### config.mk
export PLATFORM = sky130hd
export DESIGN_NAME = ipv4_prefix_table_lpm_top
export DESIGN_NICKNAME = d
export VERILOG_FILES = /design/src/rtl/iplpm_pkg.sv /design/src/rtl/iplpm_ram.sv /design/src/rtl/iplpm_cmp.sv /design/src/rtl/ipv4_prefix_table_lpm_top.sv
export SDC_FILE = /design/constraint.sdc
export NUM_CORES = 2
export LEC_CHECK = 0
export BUFFER_PORTS_ARGS = -buffer_cell sky130_fd_sc_hd__buf_2
export CAP_MARGIN = 20
export CORE_MARGIN = 1
export CORE_UTILIZATION = 25
export DETAILED_ROUTE_END_ITERATION = 8
export SLEW_MARGIN = 40
export SYNTH_ARGS = -nofsm -noshare
export SYNTH_HDL_FRONTEND = slang
export SYNTH_SLANG_ARGS = --single-unit
### constraint.sdc
create_clock -name clk -period 7.7 [get_ports clk]
set_clock_uncertainty 0.1 [all_clocks]
set_input_delay 0.77 -clock clk [delete_from_list [all_inputs] [get_ports clk]]
set_output_delay 0.77 -clock clk [all_outputs]
set_load 0.02 [all_outputs]
### src/rtl/iplpm_pkg.sv
// ============================================================================
// IPv4 LPM table package
// Types, command and status codes, and the prefix mask function shared by the
// prefix table modules.
// ============================================================================
package iplpm_pkg;

    // Default table depth.
    localparam int ENTRIES_DEF = 64;

    // Command codes.
    localparam logic [1:0] CMD_ADD    = 2'd0;
    localparam logic [1:0] CMD_REMOVE = 2'd1;
    localparam logic [1:0] CMD_CHECK  = 2'd2;
    localparam logic [1:0] CMD_NONE   = 2'd3;

    // Status codes.
    localparam logic [2:0] ST_OK       = 3'd0;
    localparam logic [2:0] ST_EXISTS   = 3'd1;
    localparam logic [2:0] ST_ABSENT   = 3'd2;
    localparam logic [2:0] ST_BAD_LEN  = 3'd3;
    localparam logic [2:0] ST_MISMATCH = 3'd4;
    localparam logic [2:0] ST_FULL     = 3'd5;

    // Longest legal prefix length and the no-match code of match_len.
    localparam logic [5:0] MAX_LEN  = 6'd32;
    localparam logic [6:0] NO_MATCH = 7'h7F;

    // One table slot as stored in memory.
    typedef struct packed {
        logic        valid;
        logic [5:0]  length;
        logic [31:0] base;
    } entry_t;

    // Per-slot verdict of the compare unit.
    typedef struct packed {
        logic exact;   // slot holds exactly the requested prefix
        logic free;    // slot is empty
        logic better;  // slot covers the address and beats the best so far
    } cmp_res_t;

    // Network mask with the top len bits set; lengths of 32 and above give
    // all ones.
    function automatic logic [31:0] len_mask(input logic [5:0] len);
        len_mask = ~(32'hFFFF_FFFF >> len);
    endfunction

endpackage

### src/rtl/iplpm_ram.sv
// ============================================================================
// Generic single-port-write RAM
// One write port and one read port with registered read data.
// ============================================================================
module iplpm_ram #(
    parameter int WIDTH = 39,
    parameter int DEPTH = iplpm_pkg::ENTRIES_DEF,
    localparam int AW   = (DEPTH > 1) ? $clog2(DEPTH) : 1
) (
    input  logic             clk,
    input  logic             wr_en,
    input  logic [AW-1:0]    wr_addr,
    input  logic [WIDTH-1:0] wr_data,
    input  logic             rd_en,
    input  logic [AW-1:0]    rd_addr,
    output logic [WIDTH-1:0] rd_data
);

    logic [WIDTH-1:0] mem [DEPTH];
    logic [WIDTH-1:0] rd_data_reg;

    // Write port and registered read port.
    always_ff @(posedge clk)
    begin
        if (wr_en)
        begin
            mem[wr_addr] <= wr_data;
        end
        if (rd_en)
        begin
            rd_data_reg <= mem[rd_addr];
        end
    end

    assign rd_data = rd_data_reg;

endmodule

### src/rtl/iplpm_cmp.sv
// ============================================================================
// Prefix compare unit
// Judges one table slot against the current command: exact prefix hit, free
// slot, and longer covering prefix for a lookup.
// ============================================================================
module iplpm_cmp (
    input  iplpm_pkg::entry_t   entry,
    input  logic [31:0]         address,
    input  logic [5:0]          prefix_len,
    input  logic                best_valid,
    input  logic [5:0]          best_len,
    output iplpm_pkg::cmp_res_t res
);

    logic covers;

    // The slot covers the address when the address masked to the slot length
    // equals the stored base.
    assign covers = entry.valid && (entry.length <= iplpm_pkg::MAX_LEN) &&
                    ((address & iplpm_pkg::len_mask(entry.length)) == entry.base);

    assign res.exact  = entry.valid && (entry.base == address) &&
                        (entry.length == prefix_len);
    assign res.free   = !entry.valid;
    assign res.better = covers && (!best_valid || (entry.length > best_len));

endmodule

### src/rtl/ipv4_prefix_table_lpm_top.sv
// ============================================================================
// IPv4 prefix table with longest-prefix match
// Stores up to ENTRIES prefixes and serves add, remove and lookup commands.
// ============================================================================
// After reset the block runs a clearing pass over every slot of the table
// memory, holding in_stall high. Before the result word of a lookup or of a
// valid add or remove is loaded into the output register, every slot is
// read once through the single read port of the table memory and judged
// by one shared compare unit, one slot per cycle. An add or remove that
// fails validation, and command 3, skip the table scan and go straight to
// forming the result. The block accepts one word at a time; a finished result
// waiting in the output register does not hold off the next input word.
module ipv4_prefix_table_lpm_top #(
    parameter int ENTRIES = iplpm_pkg::ENTRIES_DEF
) (
    input  logic              clk,
    input  logic              rst_n,
    input  logic              in_valid,
    output logic              in_stall,
    input  logic [1:0]        command,
    input  logic [31:0]       address,
    input  logic [5:0]        prefix_len,
    output logic              out_valid,
    input  logic              out_stall,
    output logic [2:0]        status,
    output logic signed [6:0] match_len
);

    localparam int IDX_W   = (ENTRIES > 1) ? $clog2(ENTRIES) : 1;
    localparam int CNT_W   = $clog2(ENTRIES + 1);
    localparam int ENTRY_W = $bits(iplpm_pkg::entry_t);

    localparam logic [IDX_W-1:0] LAST_IDX  = IDX_W'(ENTRIES - 1);
    localparam logic [CNT_W-1:0] CNT_LAST  = CNT_W'(ENTRIES - 1);
    localparam logic [CNT_W-1:0] CNT_DEPTH = CNT_W'(ENTRIES);

    // Sequencer states.
    localparam logic [1:0] S_CLEAR = 2'd0;
    localparam logic [1:0] S_IDLE  = 2'd1;
    localparam logic [1:0] S_SCAN  = 2'd2;
    localparam logic [1:0] S_FIN   = 2'd3;

    logic [1:0]       state_reg, state_next;
    logic [CNT_W-1:0] cnt_reg, cnt_next;
    logic             pend_reg, pend_next;
    logic [IDX_W-1:0] idx_reg, idx_next;

    logic [1:0]       cmd_reg, cmd_next;
    logic [31:0]      addr_reg, addr_next;
    logic [5:0]       len_reg, len_next;
    logic [2:0]       vstat_reg, vstat_next;

    logic             found_reg, found_next;
    logic [IDX_W-1:0] found_idx_reg, found_idx_next;
    logic             free_reg, free_next;
    logic [IDX_W-1:0] free_idx_reg, free_idx_next;
    logic             best_valid_reg, best_valid_next;
    logic [5:0]       best_len_reg, best_len_next;

    logic             out_valid_reg, out_valid_next;
    logic [2:0]       status_reg, status_next;
    logic [6:0]       match_reg, match_next;

    logic               accept;
    logic               out_free;
    logic [2:0]         vstat_in;
    logic               wr_en;
    logic [IDX_W-1:0]   wr_addr;
    iplpm_pkg::entry_t  wr_entry;
    logic               rd_en;
    logic [ENTRY_W-1:0] rd_data;
    iplpm_pkg::entry_t  rd_entry;
    iplpm_pkg::cmp_res_t cmp_res;

    assign accept   = in_valid && !in_stall;
    assign in_stall = (state_reg != S_IDLE);
    assign out_free = !out_valid_reg || !out_stall;
    assign rd_entry = iplpm_pkg::entry_t'(rd_data);

    // Prefix validation of the incoming word.
    always_comb
    begin
        if (prefix_len > iplpm_pkg::MAX_LEN)
        begin
            vstat_in = iplpm_pkg::ST_BAD_LEN;
        end
        else if ((address & ~iplpm_pkg::len_mask(prefix_len)) != 32'd0)
        begin
            vstat_in = iplpm_pkg::ST_MISMATCH;
        end
        else
        begin
            vstat_in = iplpm_pkg::ST_OK;
        end
    end

    // Table memory.
    iplpm_ram #(
        .WIDTH(ENTRY_W),
        .DEPTH(ENTRIES)
    ) u_ram (
        .clk    (clk),
        .wr_en  (wr_en),
        .wr_addr(wr_addr),
        .wr_data(wr_entry),
        .rd_en  (rd_en),
        .rd_addr(cnt_reg[IDX_W-1:0]),
        .rd_data(rd_data)
    );

    // Shared compare unit, fed one slot per cycle.
    iplpm_cmp u_cmp (
        .entry     (rd_entry),
        .address   (addr_reg),
        .prefix_len(len_reg),
        .best_valid(best_valid_reg),
        .best_len  (best_len_reg),
        .res       (cmp_res)
    );

    // Sequencer and datapath next-state logic.
    always_comb
    begin
        state_next      = state_reg;
        cnt_next        = cnt_reg;
        pend_next       = 1'b0;
        idx_next        = idx_reg;
        cmd_next        = cmd_reg;
        addr_next       = addr_reg;
        len_next        = len_reg;
        vstat_next      = vstat_reg;
        found_next      = found_reg;
        found_idx_next  = found_idx_reg;
        free_next       = free_reg;
        free_idx_next   = free_idx_reg;
        best_valid_next = best_valid_reg;
        best_len_next   = best_len_reg;
        out_valid_next  = out_valid_reg && out_stall;
        status_next     = status_reg;
        match_next      = match_reg;
        wr_en           = 1'b0;
        wr_addr         = cnt_reg[IDX_W-1:0];
        wr_entry        = '0;
        rd_en           = 1'b0;

        case (state_reg)
            S_CLEAR:
            begin
                // Empty one slot per cycle after reset.
                wr_en = 1'b1;
                if (cnt_reg == CNT_LAST)
                begin
                    cnt_next   = '0;
                    state_next = S_IDLE;
                end
                else
                begin
                    cnt_next = cnt_reg + 1'b1;
                end
            end

            S_IDLE:
            begin
                if (accept)
                begin
                    cmd_next        = command;
                    addr_next       = address;
                    len_next        = prefix_len;
                    vstat_next      = vstat_in;
                    cnt_next        = '0;
                    found_next      = 1'b0;
                    free_next       = 1'b0;
                    best_valid_next = 1'b0;
                    if ((command == iplpm_pkg::CMD_NONE) ||
                        ((command inside {iplpm_pkg::CMD_ADD, iplpm_pkg::CMD_REMOVE}) &&
                         (vstat_in != iplpm_pkg::ST_OK)))
                    begin
                        state_next = S_FIN;
                    end
                    else
                    begin
                        state_next = S_SCAN;
                    end
                end
            end

            S_SCAN:
            begin
                // Issue the next slot read.
                if (cnt_reg < CNT_DEPTH)
                begin
                    rd_en     = 1'b1;
                    pend_next = 1'b1;
                    idx_next  = cnt_reg[IDX_W-1:0];
                    cnt_next  = cnt_reg + 1'b1;
                end
                // Judge the slot read in the previous cycle.
                if (pend_reg)
                begin
                    if (cmp_res.exact && !found_reg)
                    begin
                        found_next     = 1'b1;
                        found_idx_next = idx_reg;
                    end
                    if (cmp_res.free && !free_reg)
                    begin
                        free_next     = 1'b1;
                        free_idx_next = idx_reg;
                    end
                    if (cmp_res.better)
                    begin
                        best_valid_next = 1'b1;
                        best_len_next   = rd_entry.length;
                    end
                    if (idx_reg == LAST_IDX)
                    begin
                        state_next = S_FIN;
                    end
                end
            end

            S_FIN:
            begin
                // Form the result and commit any table update with it.
                if (out_free)
                begin
                    out_valid_next = 1'b1;
                    match_next     = iplpm_pkg::NO_MATCH;
                    state_next     = S_IDLE;
                    if (cmd_reg == iplpm_pkg::CMD_CHECK)
                    begin
                        status_next = iplpm_pkg::ST_OK;
                        if (best_valid_reg)
                        begin
                            match_next = {1'b0, best_len_reg};
                        end
                    end
                    else if (cmd_reg == iplpm_pkg::CMD_NONE)
                    begin
                        status_next = iplpm_pkg::ST_OK;
                    end
                    else if (vstat_reg != iplpm_pkg::ST_OK)
                    begin
                        status_next = vstat_reg;
                    end
                    else if (cmd_reg == iplpm_pkg::CMD_ADD)
                    begin
                        if (found_reg)
                        begin
                            status_next = iplpm_pkg::ST_EXISTS;
                        end
                        else if (free_reg)
                        begin
                            status_next     = iplpm_pkg::ST_OK;
                            wr_en           = 1'b1;
                            wr_addr         = free_idx_reg;
                            wr_entry.valid  = 1'b1;
                            wr_entry.length = len_reg;
                            wr_entry.base   = addr_reg;
                        end
                        else
                        begin
                            status_next = iplpm_pkg::ST_FULL;
                        end
                    end
                    else
                    begin
                        if (found_reg)
                        begin
                            status_next = iplpm_pkg::ST_OK;
                            wr_en       = 1'b1;
                            wr_addr     = found_idx_reg;
                        end
                        else
                        begin
                            status_next = iplpm_pkg::ST_ABSENT;
                        end
                    end
                end
            end

            default:
            begin
                state_next = S_IDLE;
            end
        endcase
    end

    // Control registers.
    always_ff @(posedge clk or negedge rst_n)
    begin
        if (!rst_n)
        begin
            state_reg     <= S_CLEAR;
            cnt_reg       <= '0;
            pend_reg      <= 1'b0;
            out_valid_reg <= 1'b0;
        end
        else
        begin
            state_reg     <= state_next;
            cnt_reg       <= cnt_next;
            pend_reg      <= pend_next;
            out_valid_reg <= out_valid_next;
        end
    end

    // Payload and scan bookkeeping registers.
    always_ff @(posedge clk)
    begin
        idx_reg        <= idx_next;
        cmd_reg        <= cmd_next;
        addr_reg       <= addr_next;
        len_reg        <= len_next;
        vstat_reg      <= vstat_next;
        found_reg      <= found_next;
        found_idx_reg  <= found_idx_next;
        free_reg       <= free_next;
        free_idx_reg   <= free_idx_next;
        best_valid_reg <= best_valid_next;
        best_len_reg   <= best_len_next;
        status_reg     <= status_next;
        match_reg      <= match_next;
    end

    assign out_valid = out_valid_reg;
    assign status    = status_reg;
    assign match_len = signed'(match_reg);

endmodule
### Yosys cells after proc, flatten, opt, wreduce, memory -nomap -nowiden

Memory sizes are Yosys's and may differ from the RTL's. A register that Yosys moved wholly into a read port is not among the register bits.
Cells that the tools add are included.

* equality and inequality tests: 22
* shift operators: 2
* reduce and logical (&&, ||, !) cells: 42
* div/mod/pow operators: 0
* order comparisons: 4
* $mul: 0
* bitwise gates (word level): 5
* muxes and demuxes: 61
* add/sub/neg operators: 1

Operators with widths (count)
* two-way mux 39 bit: 8
* NOT 32 bit: 3
* AND 32 bit: 2
* equality test 32 bit: 2
* >> shifter 32 x 6 -> 32 bit, first input constant: 2
* two-way mux 6 bit: 9
* nonzero test 32 bit: 1
* two-way mux 7 bit: 4
* two-way mux 1 bit: 22
* case mux 7 bit (3 select lines): 1
* two-way mux 3 bit: 6
* != test 2 bit, second input constant: 9
* two-way mux 2 bit: 6
* AND reduction 3 bit: 4
* AND reduction 4 bit: 3
* equality test 2 bit, second input constant: 5
* logical AND 1 bit: 10
* nonzero test 3 bit: 3
* case mux 1 bit (2 select lines): 4
* case mux 2 bit (4 select lines): 1
* AND reduction 2 bit: 4
* adder 7 x 1 -> 7 bit, second input constant: 1
* equality test 7 x 6 -> 1 bit, second input constant: 1
* zero test 1 bit: 7
* 13 further kinds: 19

* latch bits: 0
* memory bits (read-only): 0
* bits in registers: 91
* output and inout port bits: 12
* logic and storage cells: 156
* memories: 1
* input bits: 44
* bits in writable memories: 2496

Memory list
* u_ram.mem: words 64, bits a word 39, rd ports 1, clocked after memory_dff 1, wr ports 1, RTL line iplpm_ram.sv:19 `logic [WIDTH-1:0] mem [DEPTH];`

### Logic depth before layout (Yosys ltp)

* word-level depth: 13
* depth in mapped cells: 10
* mapped depth without buffers: 9

### By module

Synthesis repeated with hierarchy kept, for this count alone.

* cells, all modules: 4671
* area total of the unflattened synthesis: 101632.5 sq um

Modules (own cells, without submodules)
* iplpm_ram: area an instance 96073.4 sq um, cells each 4130, instances 1, sequential area each 76123.0 sq um
* ipv4_prefix_table_lpm_top: area an instance 4080.2 sq um, cells each 324, instances 1, sequential area each 2647.5 sq um
* iplpm_cmp: area an instance 1478.9 sq um, cells each 217, instances 1, sequential area each 0.0 sq um

### Worst setup path before layout

No wires, ideal clock.

* path kind: input -> register
* start: input port out_stall
* end: memory u_ram.mem[10][0], enable pin
* library setup time: 435 ps
* arrival time: 4728 ps
* stages on the path: 7
* path buffers: 1
* data required time: 7165 ps
* slack: 2437 ps
* cells stage by stage: a21boi_0 > nand3b_1 > o21bai_1 > clkbuf_1 > a211oi_2 > nand2_1 > nor2_1

* word-level cells in the longest chain between the ends: 6
* elaborated cells between the ends (all ways): 8
* those cells by class: 6 x mux; 2 x reduce/logical

Ends and longest elaborated chain
* start: declaration: RTL line ipv4_prefix_table_lpm_top.sv:24 `input logic out_stall,`
* zero test 1 bit (*): RTL line ipv4_prefix_table_lpm_top.sv:77 `assign out_free = !out_valid_reg || !out_stall;`
* logical OR 1 bit (*): RTL line ipv4_prefix_table_lpm_top.sv:77
* two-way mux 1 bit: RTL line ipv4_prefix_table_lpm_top.sv:225 `if (out_free)`
* case mux 1 bit (2 select lines): RTL line ipv4_prefix_table_lpm_top.sv:146 `case (state_reg)`
* two-way mux 1 bit: RTL line iplpm_ram.sv:25 `if (wr_en)`
* two-way mux 1 bit (not written as such): RTL line iplpm_ram.sv:27 `mem[wr_addr] <= wr_data;`
* end: declaration: RTL line iplpm_ram.sv:19

Mark *: on every way between the ends. The rest lies on a longest branch, timed or not.

### Final worst setup path

* start: register state_reg[0]
* end: memory u_ram.mem[48][37], enable pin

* word-level cells in the longest chain between the ends: 4
* elaborated cells between the ends (all ways): 6
* those cells by class: 1 x eq/ne; 4 x mux; 1 x reduce/logical

Ends and longest elaborated chain
* start: declaration: RTL line ipv4_prefix_table_lpm_top.sv:43 `logic [1:0] state_reg, state_next;`
* start signal: assignment: RTL line ipv4_prefix_table_lpm_top.sv:301 `state_reg <= state_next;`
* equality test 2 bit / zero test 2 bit (equally long branches): RTL line ipv4_prefix_table_lpm_top.sv:146
* case mux 1 bit (2 select lines): RTL line ipv4_prefix_table_lpm_top.sv:146
* two-way mux 1 bit: RTL line iplpm_ram.sv:25
* two-way mux 1 bit (not written as such): RTL line iplpm_ram.sv:27

Parallel ways exist; a longest one is shown, timed or not.

==> results.md <==
- In this run the tightest slew margin relative to its limit is 32.4%.
- The synthesized area divided by synthesized cell count is 23.9 um^2.
- The smallest setup slack after layout is 2.54 ns.
- The instance count along the most critical hold path is 2.
- The analysis attributes to cell leakage a power of 29.3 nW.
- From synthesis to final layout, the design area changed by 17.4%.
- The capture instance of the worst register-to-register path is u_ram.mem[48][37].
- After detailed placement, the total cell area comes to 0.110 mm^2.
- Clock latency on the worst-skew pair, taken at its later pin, is 0.90 ns.
- The area inside the core boundary is 0.403 mm^2.
- The die width is 639 um.
- The vertical die dimension is 639 um.
- The number of buffers and inverters on the critical path is 1.
- Of the available clock period, the critical path in the final layout requires 67.0%.
- Counting tap cells, the placed design contains a total of 9646 instances.
- The category of the worst setup path capture point is a flip-flop.
- TritonCTS built the clock tree.
- The number of hold buffers added after CTS was 36.
- The post-synthesis cell area is 0.101 mm^2.
- Walking the worst path, the cells encountered are ha_1, a21boi_2, nand3b_1, o21bai_1, a21o_1, a211oi_2, nand2_2, nor2_4, buf_4.
- The mean routed wirelength per cell is 27.0 um.
- Global routing consumed, over all layers together, 13.1% of the routing resources.
- The worst slack at placement is 2.33 ns.
- The areal power density over the cells is 237 mW/mm^2.
- In this run the remaining antenna-violating nets after routing total 0.
- The maximum root-to-sink buffer count is 4.
- The fraction of registers with async set or reset after synthesis is 0.419%.
- Sequential elements use 77.7% of the synthesized area.
- In the synthesized netlist, the number of instances is 4243.
- The register with the most flip-flops in the layout has 2496 of them.
- The largest vdd supply drop is 0.253 mV.
- The detailed router finished its first iteration with 5918 violations.
- The total CTS buffers is 249.
- The run finished with clean final reports.
- The net count reported at finish is 4589.
- The final max-slew violation count came to 0.
- In this run the post-CTS setup repair buffer count came out at 0.
- The number of detailed-route iterations in the first pass is 6.
- Leaving out fill and tap cells, the most frequent cells in the layout are 2614 x sky130_fd_sc_hd__edfxtp_1, 801 x sky130_fd_sc_hd__mux4_2, 249 x sky130_fd_sc_hd__clkbuf_16.
- The cell row count is 233.
- The worst setup path is launched from a flip-flop.
- The worst path needs 5.16 ns of the cycle, external delays included.
- At the pin with the least slew margin, the transition time is 1.01 ns.
- The worst hold path terminates at out_valid.
- The via count of the first global-routing pass was 47385.
- The final routed DRC violation total is 0.
- The length in cells of the worst reg-to-reg path is 9.
- The critical path in this run is classified as flip-flop to flip-flop.
- The commonest register cell after synthesis is sky130_fd_sc_hd__edfxtp_1.
- The warning count from the yosys run is 0.
- For this block, the routed nets add up to 274 mm of wire.
- The setup slack of the most critical reg-to-reg path is 2.54 ns.
- Leaving out fill and tap cells, the most frequent cell in the layout is sky130_fd_sc_hd__edfxtp_1.
- The count of different cell masters after synthesis is 58.
- The tree is rooted in a sky130_fd_sc_hd__clkbuf_16.
- In this run the number of H-tree levels came out at 4.
- The count of clock tree sinks is 2625.
- After clock tree synthesis, the clock-pin slew on the worst setup and hold paths is 0.06 ns.
- Excluding fillers, the count of instances in the completed layout stands at 10148.
- The startpoint of the worst-slack reg-to-reg timing path is state_reg[0].
- Setup repair after global routing left no endpoint under its margin.
- The min-delay analysis places its worst path in the category primary input to flip-flop.
- Using the TritonRoute via totals, the vias-per-cell ratio works out to 4.67.
- The start point of the worst min-delay path is out_stall.
- Setup total negative slack on the finished layout was measured at 0 ns.
- Static timing analysis puts the maximum clock frequency at 194 MHz.
- The required time at the endpoint of the critical path is 8.14 ns.
- The stage delay of the slowest cell on the critical path is 0.78 ns.
- The first global-routing pass estimated 380 mm of wire.
- The number of resized instances in the post-cts repair step is 0.
- The post-route standard cell area excluding fillers is 0.119 mm^2.
- The largest individual stage delay along the critical path comes from the cell sky130_fd_sc_hd__nor2_4.
- The initial utilization of the core area, before any placement, comes to 25.2%.
- The count of buffers added on input and output ports is 55.
- Setup violations remaining at the end of the flow were counted as 0.
- The number of failing hold endpoints at the final stage was 0.
- Hold is met by 0.0815 ns.
- Entering global routing, the biggest net connects 124 pins.
- The via count is 47377.
- In this run, synthesis produced a sequential element count of 2625.
- The arrival time of data at the critical path endpoint is 5.59 ns.
- The maximum fanout count along the critical path is 21.
- In the final layout, the share of cells above drive strength 1 is 32.4%.
- The count of flip-flops with a built-in enable after synthesis is 2614.
- The largest delay contributor family on the critical path is compound AO/OA/AOI/OAI gates.
- At the end of routability-driven placement, the weighted congestion stood at 0.884.
- The die covers 0.408 mm^2.
- After filler insertion, the fill cell instance count of the layout stands at 38376.
- Summed over all layers, the global routing overflow is 0.
- The source of the critical timing path is state_reg[0].
- The number of antenna violations at the first check in global routing is 24.
- During I/O placement, the number of pins put on the boundary was 56.
- The count of maximum capacitance violations is 0.
- The synthesized netlist net count is 4298.
- Summed over all nets, the half-perimeter wirelength after detailed placement is 169 mm.
[where the power goes]
group	internal, mW	leakage, nW	switching [mW]
logic	0.0269	6.83	0.0275
registers	15.5	18.4	0
clock network	7.41	4.09	5.33
[stage by stage]
stage | util, % | power [mW]
floorplan | - | 15.8
global placement | 27.1 | 15.8
detailed placement | 27.3 | 15.8
CTS | 29.5 | 28.4
global route | 29.5 | 28.9
finish | 29.5 | 28.3
[worst max-delay path by stage]
stage                   endpoint  depth (start not counted)
2_1_floorplan   u_ram.mem[10][0]                          7
3_3_place_gp   u_ram.mem[48][22]                          9
3_5_place_dp   u_ram.mem[48][22]                          9
4_1_cts        u_ram.mem[48][29]                          9
5_1_grt        u_ram.mem[48][29]                          9
6_report       u_ram.mem[48][37]                          9
[cell type report]
class	instances	area (um^2)	area share [%]
inverters	31	116	0.0978
repair buffers	252	2750	2.31
clock buffers	295	6450	5.42
flip-flops and latches	2625	78800	66.2
multi-input cells	1375	22200	18.6
well taps	5405	6760	5.68
clock inverters	157	1950	1.64
diodes	8	20.0	0.0168
[routing by layer]
metal / GRT usage [%] / part of all wire [%]
met1: 17.6 / 41
met2: 21.7 / 49
met3: 2.27 / 7.6
met4: 3.52 / 3.0
met5: 0 / 0
[kinds of logic (layout without fill, tap and decap cells)]
kind of cell	Yosys count	in the layout	share of synthesized area, %
AOI/OAI and AO/OA	156	156	0.978
DFF	2625	2625	77.7
adders and majority gates	13	13	0.155
xor gates and xnor gates	45	45	0.389
muxes	840	840	18.2
buffers and inverters	243	735	1.04
and+or+nand+nor	321	321	1.57
other	0	8	0
[worst reg2reg max path, delay by kind of cell, from the launching register on]
| family | cells | cell delay [ns] |
|---|---|---|
| flops | 1 | 0.40 |
| buf+inv | 1 | 0.49 |
| simple gates | 3 | 1.74 |
| fa+ha+maj | 1 | 0.23 |
| compound gates | 4 | 1.84 |
[cells in the mapped netlist (3+ instances only)]
cell	instances	share of area, %
sky130_fd_sc_hd__buf_1	17	0.063
sky130_fd_sc_hd__edfxtp_1	2614	77
sky130_fd_sc_hd__a22oi_1	7	0.052
sky130_fd_sc_hd__or4_1	3	0.022
sky130_fd_sc_hd__a31oi_1	4	0.025
sky130_fd_sc_hd__nand4_1	10	0.062
sky130_fd_sc_hd__dfrtp_1	11	0.27
sky130_fd_sc_hd__o21ai_0	55	0.27
sky130_fd_sc_hd__clkbuf_1	114	0.42
sky130_fd_sc_hd__nor2_1	107	0.40
sky130_fd_sc_hd__nand2_1	62	0.23
sky130_fd_sc_hd__nor2b_1	9	0.056
sky130_fd_sc_hd__or2_2	4	0.025
sky130_fd_sc_hd__a21oi_1	32	0.16
sky130_fd_sc_hd__a2111oi_0	3	0.026
sky130_fd_sc_hd__o2111ai_1	7	0.060
sky130_fd_sc_hd__inv_1	31	0.11
sky130_fd_sc_hd__nor3_1	9	0.044
sky130_fd_sc_hd__buf_4	13	0.096
sky130_fd_sc_hd__mux2_2	19	0.21
sky130_fd_sc_hd__xnor2_1	5	0.043
sky130_fd_sc_hd__and2_1	39	0.24
sky130_fd_sc_hd__nor4_1	16	0.099
sky130_fd_sc_hd__mux2i_1	20	0.20
sky130_fd_sc_hd__a21bo_2	3	0.030
sky130_fd_sc_hd__nand3_1	15	0.074
sky130_fd_sc_hd__o211ai_1	3	0.022
sky130_fd_sc_hd__mux4_2	801	18
sky130_fd_sc_hd__o21a_1	5	0.037
sky130_fd_sc_hd__and3_1	9	0.056
sky130_fd_sc_hd__xor2_1	40	0.35
sky130_fd_sc_hd__or3_1	4	0.025
sky130_fd_sc_hd__o21bai_1	3	0.022
sky130_fd_sc_hd__a21boi_0	6	0.044
sky130_fd_sc_hd__ha_1	11	0.14
sky130_fd_sc_hd__nand2b_1	25	0.15
sky130_fd_sc_hd__buf_2	66	0.33
sky130_fd_sc_hd__a21o_1	9	0.067
(Power assumes the default switching activity.)
